<file path="src/rtl/core/tpi_pkg.sv">
// Package for the three-plane intersection block: widths, item and result types and register codes.
`timescale 1ns / 1ps
`default_nettype none
package tpi_pkg;
    localparam int DATA_W  = 32;   // Q16.16 coordinate
    localparam int PROD_W  = 64;   // product of two coordinates
    localparam int CROSS_W = 65;   // cross product component
    localparam int LO_W    = 33;   // low split of a cross component
    localparam int TERM_W  = 97;   // coordinate times cross component
    localparam int SUM_W   = 99;   // dot product of three terms
    localparam int REM_W   = 132;  // divider remainder
    localparam int Q_W     = 34;   // quotient bits produced by the divider
    localparam int EPS_W   = 16;
    localparam logic [EPS_W-1:0] EPS_RESET = 16'd66;
    localparam int ADDR_W  = 2;
    localparam logic [ADDR_W-1:0] ADDR_DET_EPS = 2'd0;

    typedef struct packed {
        logic signed [DATA_W-1:0] a_nx, a_ny, a_nz, a_dist;
        logic signed [DATA_W-1:0] b_nx, b_ny, b_nz, b_dist;
        logic signed [DATA_W-1:0] c_nx, c_ny, c_nz, c_dist;
    } t_item;

    typedef struct packed {
        logic signed [DATA_W-1:0] x, y, z;
        logic                     found;
        logic                     saturated;
    } t_result;
endpackage
`default_nettype wire

</file>
<file path="src/rtl/core/tpi_front.sv">
// Front end: accepts plane items into a two-entry queue ahead of the arithmetic pipeline.
`timescale 1ns / 1ps
`default_nettype none
module tpi_front (
    input  wire logic          i_clk,
    input  wire logic          i_rst_n,
    input  wire logic          i_valid,
    output logic               o_stall,
    input  wire tpi_pkg::t_item i_item,
    input  wire logic          i_pop,
    output logic               o_avail,
    output tpi_pkg::t_item     o_item
);
    tpi_pkg::t_item r_mem [2];
    logic       r_wp, r_rp;
    logic [1:0] r_cnt, n_cnt;
    logic       push, pop;

    assign o_stall = (r_cnt == 2'd2);
    assign o_avail = (r_cnt != 2'd0);
    assign o_item  = r_mem[r_rp];
    assign push    = i_valid && !o_stall;
    assign pop     = i_pop && o_avail;

    always_comb begin
        n_cnt = r_cnt;
        if (push && !pop) begin
            n_cnt = r_cnt + 2'd1;
        end else if (pop && !push) begin
            n_cnt = r_cnt - 2'd1;
        end
    end

    always_ff @(posedge i_clk) begin
        if (!i_rst_n) begin
            r_cnt <= 2'd0;
            r_wp  <= 1'b0;
            r_rp  <= 1'b0;
        end else begin
            r_cnt <= n_cnt;
            if (push) r_wp <= ~r_wp;
            if (pop)  r_rp <= ~r_rp;
        end
    end

    always_ff @(posedge i_clk) begin
        if (push) r_mem[r_wp] <= i_item;
    end
endmodule
`default_nettype wire

</file>
<file path="config.mk">
export PLATFORM = sky130hd
export DESIGN_NAME = tpi_front
export DESIGN_NICKNAME = d
export VERILOG_FILES = /design/src/rtl/core/tpi_pkg.sv /design/src/rtl/core/tpi_front.sv
export SDC_FILE = /design/constraint.sdc
export NUM_CORES = 1
export LEC_CHECK = 0
export BUFFER_PORTS_ARGS = -buffer_cell sky130_fd_sc_hd__buf_2
export CORE_AREA = 2 2 300 302
export DETAILED_ROUTE_END_ITERATION = 8
export DIE_AREA = 0 0 302 304
export SYNTH_ARGS = -nofsm -noshare
export SYNTH_HDL_FRONTEND = slang
export SYNTH_SLANG_ARGS = --single-unit
</file>
<file path="constraint.sdc">
create_clock -name i_clk -period 20.4 [get_ports i_clk]
set_input_delay 3.06 -clock i_clk [delete_from_list [all_inputs] [get_ports i_clk]]
set_output_delay 3.06 -clock i_clk [all_outputs]
set_load 0.02 [all_outputs]
</file>
# Word level (Yosys, flattened, before mapping)
# Memories as Yosys holds them, arrays and structs flattened. A register that Yosys moved wholly into a read port is not among the register bits.
# Index checks and enable logic that the tools add are counted.
op_classes:
  n_reduce_logical: 9
  eq_ne: 1
  bitwise: 2
  mux: 6
  add_sub_neg: 2
op_table:
  columns: ["operator", "count"]
  rows:
  - ["$logic_and 1x1->1", 4]
  - ["$mux 1", 4]
  - ["$mux 2", 2]
  - ["$reduce_bool 2->1", 2]
  - ["$logic_not 1->1", 3]
  - ["$add 2x1->2 const B", 1]
  - ["$eq 2x2->1 const B", 1]
  - ["$not 1->1", 2]
  - ["$sub 2x1->2 const B", 1]
word_totals:
  elab_cells: 24
  register_bits: 4
  output_inout_bits: 386
  memories: 1
  ramBits: 768
  inputBits: 388
mem_list:
  columns: ["name", "words", "word_bits", "read_ports", "rd_clocked_by_memory_dff", "wr", "line", "rtl"]
  rows:
  - ["r_mem", 2, 384, 1, 1, 1, "tpi_front.sv:14", "tpi_pkg::t_item r_mem [2];"]

# Longest topological paths before layout
# Gate-level depths: netlist of run 1.
depth:
  ltp_word: 7
  mapped_depth: 7
  mapped_depth_nobuf: 7

# Worst setup path after synthesis of run 1
# OpenSTA, ideal clock, no wires.
synth_path:
  kind: "in2reg"
  start: "input i_valid"
  end: "register r_wp"
  arrival_ns: 18.813
  path_buffers: 0
  path_slack_ns: 1.462
  setup_time_ns: 0.126
  stages: 3
  required_time_ns: 20.274
  path_cell_list: "inv_1 > nor3_2 > o21a_1"
synth_between:
  elab_chain_cells: 1
synth_lines:
  columns: ["element", "line", "rtl"]
  rows:
  - ["start: declaration", "tpi_front.sv:7", "input wire logic i_valid,"]
  - ["$logic_and 1x1->1", "tpi_front.sv:22", "assign push = i_valid && !o_stall;"]
  - ["end signal: assignment", "tpi_front.sv:41", "if (push) r_wp <= ~r_wp;"]
  - ["end: declaration", "tpi_front.sv:15", "logic r_wp, r_rp;"]
# No other way between the ends.
# A chain may end at the register's enable or synchronous reset.

==> results.yml, run 1 <==
worst_setup_path:
  cp.arrival_ps: 4900
  slowest_stage: "dfxtp_4"
  critPathLaunchType: "register"
  reg2reg_slack_ps: 15860
  worstRegToRegCells: 7
  slowest_delay_ps: 980
  path_cells: "buf_4 > buf_4 > buf_4 > mux2_4 > buf_2"
  worstPathRequired_ps: 17340
  critPathKind: "register to output port"
  endpoint_kind: "output port"
  path_max_fanout: 57
  crit_top_cell: "buf_4"
synth:
  syn_area_um2: 29500
  synthAdderAreaFrac: 0.000424
  yosysWarnings: 0
  synth_area_leaders: "edfxtp_1 (78%), mux2_4 (18%), buf_6 (1.1%)"
  syn_inst: 1220
  synth_compound_area_frac: 0.00110
  synth_nets: 1609
  ys_types: 24
  synthXorXnorAreaFrac: 0.000891
  muxShareOfSynthArea: 0.192
  yosysSeqAreaShare: 0.785
  ys_ff_latch: 773
  synth_top_family_by_area: "multiplexers"
  synth_top_area_share: 0.782
  synthSimpleGateAreaFrac: 0.00195
  avgSynthCellArea_um2: 24.2
  yosys.area.top_type: "edfxtp_1"
clocking:
  cts_made_buffers: 79
  ctsResizeCount: 0
  root_buffer: "clkbuf_16"
  htree_levels: 3
  cts_buffer_depth: 3
  clock-sinks: 773
  clk_latency_ps: 640
  clk_pin_slew_ps: 60
  hold_buffers: 0
  post-cts-setup-buffer-count: 0
  cts_tree: "yes"
sta:
  whs_ps: 528
  rsz0062_at_grt: "no"
  hold_viol: 0
  final_max_slew_viol_count: 0
  slew-limit-headroom: 0.288
  period_share: 0.390
  fmax_ghz: 0.126
  setup_viol: 0
  tightest_slew_ps: 1070
  skew_ps: 32.8
  finalSetupTns_ps: 0
  fin_crit_ps: 7960
placed_design:
  place_congestion: 0.785
  hpwl_mm: 47.4
  place_area_um2: 34500
  dpl.cell_count: 3144
  portBuffers: 773
power_and_ir_drop:
  ir_worst_vdd_v: 0.0000814
  p_per_area_nw_per_um2: 131
  leakage_nw: 14.2
drt:
  dr_total_vias: 14442
  drt-wirelength-per-cell_um: 20.2
  drc: 0
  viasPerCell: 4.38
  drt_iter0_drc: 685
  wirelength_mm: 66.6
  ant_nets: 0
  dr.pass1.iters: 5
floorplan:
  die_x_um: 302
  initial_utilization: 0.331
  dieArea_um2: 91800
  die_height_um: 304
  row_count: 110
  ioPinCount: 774
  core-area_um2: 89000
global_routing:
  grtUsageTotal: 0.140
  antenna_found_initial: 26
  grt_pass1_wl_mm: 95.5
  grt_max_degree: 77
  gr-total-overflow: 0
  first_global_vias: 15580
cells_and_area:
  syn_to_final_growth_pct: 25.0
  final_util: 0.414
  fin_cells: 3296
  layout.nets: 2438
  drive_gt1_frac: 0.608
  final_area_um2: 36900
job:
  max_cap_violations: 0
worst_hold_path:
  hold_path_depth: 2
  hold_path.class: "register to register"
run_status:
  outcome: "finished clean"
==> synth_stat cells <==
cell / instances
and3_1: 1
a21boi_0: 1
ha_1: 1
buf_12: 2
or3_1: 1
a21boi_1: 1
o21ai_0: 1
nor3_2: 1
o21ai_1: 1
buf_8: 11
mux2_4: 360
inv_1: 2
xnor2_1: 2
and2_1: 3
buf_2: 2
nand2b_1: 1
buf_6: 28
nor2_1: 1
xor2_1: 1
or2_2: 1
mux2_2: 24
dfxtp_1: 5
o21a_1: 1
edfxtp_1: 768
==> cell type report <==
class	instances	area, um^2
Clock inverter	33	283
Clock buffer	107	2110
Fill cell	7873	52200
Tap cell	1176	1470
Antenna cell	12	30.0
Inverter	2	7.51
Timing Repair Buffer	791	4000
Sequential cell	773	23200
Multi-Input combinational cell	402	5820
==> critical path: cells and delay by family (launching register included) <==
family | cells | cell delay (ps)
flip-flops | 1 | 980
multiplexers | 1 | 350
buffers and inverters | 4 | 2630
==> metal layers <==
metal	routed length, um	share of wire	GRT usage	vias to the layer above
met5	142	0.0021	0	-
met4	1890	0.028	0.0542	22
met3	7360	0.11	0.0640	130
met2	34200	0.51	0.247	620
met1	23100	0.35	0.143	7100
li1	-	-	-	6570
==> power by group <==
group / total, mW / switching, mW / internal, mW
registers: 2.07 / 0.0725 / 2.00
logic: 1.43 / 0.811 / 0.615
clock network: 1.35 / 0.570 / 0.776
==> cell usage in the layout, fill, tap and decap left out, types with 2 or more instances in the layout <==
cell       count
clkbuf_16     79
bufinv_16      4
inv_6          2
xnor2_1        2
edfxtp_1     768
clkbuf_8       3
buf_2        773
mux2_4       360
buf_4         18
inv_1          2
clkinv_8       2
dfxtp_1        4
clkinv_2      11
mux2_2        24
and2_1         3
diode_2       12
clkbuf_1      25
clkinv_1      13
==> cells by family (layout without fill, tap and decap cells) <==
group | Yosys count | after routing
flops | 773 | 773
mux | 384 | 384
buf+inv | 45 | 933
simple gates | 9 | 9
compound gates | 5 | 5
xor+xnor | 3 | 3
fa+ha+maj | 1 | 1
other cells | 0 | 12
==> stage by stage <==
step	total power, mW	worst slack (ps)
after floorplan	3.26	1460
after global placement	3.53	13140
after detailed placement	3.55	13060
after CTS	4.91	12330
after global routing	5.05	12140
final	4.84	12440
==> final timing paths <==
path                                             from                      end
worst max-delay path                         register               o_item[37]
worst min-delay path            r_cnt[1]$_SDFFE_PN0P_    r_cnt[1]$_SDFFE_PN0P_
worst min register to register  r_cnt[1]$_SDFFE_PN0P_    r_cnt[1]$_SDFFE_PN0P_
worst max register to register  r_cnt[0]$_SDFFE_PN0P_  r_mem[0][206]$_DFFE_PP_
==> state kept, by name, indices dropped and copies added, names as in the netlist, named ones only <==
register / count
r_cnt: 2
r_mem: 768
r_rp: 1
r_wp: 1
No activity file was read; power rests on OpenSTA's default activity.
==> inputs of run 2 (changes only) <==
clock period = 7.3 ns   (was 20.4 ns; I/O delays follow)
==> run 2 against run 1 <==
  * Global-route usage is 0.13 points lower
  * Final cell count hardly changed
  * First-iteration DRC count is 1.8% lower
  * Power grew to 2.9 times the previous value
  * Sequential share of layout area is 0.48 points lower
  * Routed wire length is 1.3% lower
  * Clock-buffer cell count is 4 lower
  * Register-to-register slack worse by 11000 ps
  * Worst setup slack worse by 9200 ps
  * Sequential cell count stayed put
  * Utilization is 0.32 points higher
  * Clock power grew to 3.0 times the previous value
  * Critical path type unchanged
==> results.yml, run 2 (same netlist as run 1, synthesis figures left out) <==
sta:
  slew-limit-headroom: 0.189
  whs_ps: 529
  setup_viol: 0
  final_max_slew_viol_count: 0
  period_share: 0.556
  hold_viol: 0
  fmax_ghz: 0.246
  fin_crit_ps: 4060
  finalSetupTns_ps: 0
  worst_slack_ps: 3240
  skew_ps: 29.1
  tightest_slew_ps: 1220
  rsz0062_at_grt: "no"
clocking:
  htree_levels: 3
  clock-sinks: 773
  cts_tree: "yes"
  hold_buffers: 0
  clk_pin_slew_ps: 60
  ctsResizeCount: 0
  cts_buffer_depth: 3
  clk_latency_ps: 630
  cts_made_buffers: 83
  root_buffer: "clkbuf_16"
  post-cts-setup-buffer-count: 0
drt:
  drc: 0
  m1WireLength_mm: 22.4
  met2WireLength_mm: 33.6
  met3_wirelength_mm: 7.70
  wirelength_mm: 65.8
  routed.top_layer: "met5"
  dr.pass1.iters: 4
  drt_iter0_drc: 673
  drt-wirelength-per-cell_um: 19.9
  dr_total_vias: 14411
  ant_nets: 0
  viasPerCell: 4.37
cells_and_area:
  layout.nets: 2440
  regMostFlops: "r_mem"
  layout_commonest_cell: "buf_2"
  drive_gt1_frac: 0.610
  final_area_um2: 37200
  largestRegisters: "r_mem: 768 flops, r_cnt: 2 flops"
  final_util: 0.417
  largest_reg_flops: 768
  fillers: 7841
  fin_cells: 3299
  seqCellArea_um2: 23200
  syn_to_final_growth_pct: 26.0
  layout_common_cells: "buf_2 (773), edfxtp_1 (768), mux2_4 (360)"
  multi_input_area_um2: 5820
power_and_ir_drop:
  p_per_area_nw_per_um2: 371
  p_total_mw: 13.8
  ir_worst_vdd_v: 0.000311
  leakage_nw: 14.4
global_routing:
  first_global_vias: 15576
  gr-total-overflow: 0
  grt_max_degree: 153
  grt_pass1_wl_mm: 95.3
  antenna_found_initial: 21
  grtUsageTotal: 0.139
worst_setup_path:
  slowest_delay_ps: 780
  cp.arrival_ps: 2960
  endpoint_kind: "output port"
  critPathKind: "register to output port"
  path_cells: "buf_12 > mux2_2 > buf_2"
  path_max_fanout: 123
  critPathLaunchType: "register"
  worstPathRequired_ps: 6200
  r2r_start: "r_cnt[0]$_SDFFE_PN0P_"
  slowest_stage: "dfxtp_4"
placed_design:
  post-place-ws_ps: 3910
  place_area_um2: 34500
  place_congestion: 0.802
  dpl.cell_count: 3142
  portBuffers: 773
  hpwl_mm: 46.1
floorplan:
  ioPinCount: 774
  row_count: 110
  dieArea_um2: 91800
  die_height_um: 304
  die_x_um: 302
  core-area_um2: 89000
  initial_utilization: 0.331
worst_hold_path:
  hold_path.class: "register to register"
  worstHoldStart: "r_cnt[1]$_SDFFE_PN0P_"
run_status:
  outcome: "finished clean"
job:
  max_cap_violations: 0
[run 2: layout make-up]
cell class                      count  area share
Antenna cell                       10    0.000673
Clock buffer                      103      0.0590
Clock inverter                     44      0.0112
Inverter                            2    0.000539
Multi-Input combinational cell    402       0.156
Sequential cell                   773       0.623
Tap cell                         1176      0.0396
Timing Repair Buffer              789       0.109
[run 2: where the power goes]
group          leakage, nW  switching (mW)  internal [mW]  total [mW]
registers             7.21           0.173           5.59        5.76
logic                 5.87            2.29           1.74        4.04
clock network         1.28            1.60           2.41        4.01
total                 14.4            4.07           9.74        13.8
[run 2: worst paths after layout]
| path | slack [ps] | endpoint | depth (start not counted) |
|---|---|---|---|
| max | 3240 | o_item[377] | 3 |
| min | 530 | r_cnt[1]$_SDFFE_PN0P_ | 2 |
| max reg2reg | 4700 | r_mem[1][1]$_DFFE_PP_ | 3 |
| min reg2reg | 530 | r_cnt[1]$_SDFFE_PN0P_ | 2 |
[run 2: metal layers]
| layer | up-vias | GRT usage |
|---|---|---|
| met5 | - | 0 |
| met4 | 22 | 0.0497 |
| met3 | 121 | 0.0700 |
| met2 | 627 | 0.244 |
| met1 | 7076 | 0.140 |
| li1 | 6565 | - |
[run 2: critical path: cells and delay by family (launching register included)]
family                 cells  cell delay (ps)
buffers and inverters      2              720
muxes                      1              420
DFF                        1              780
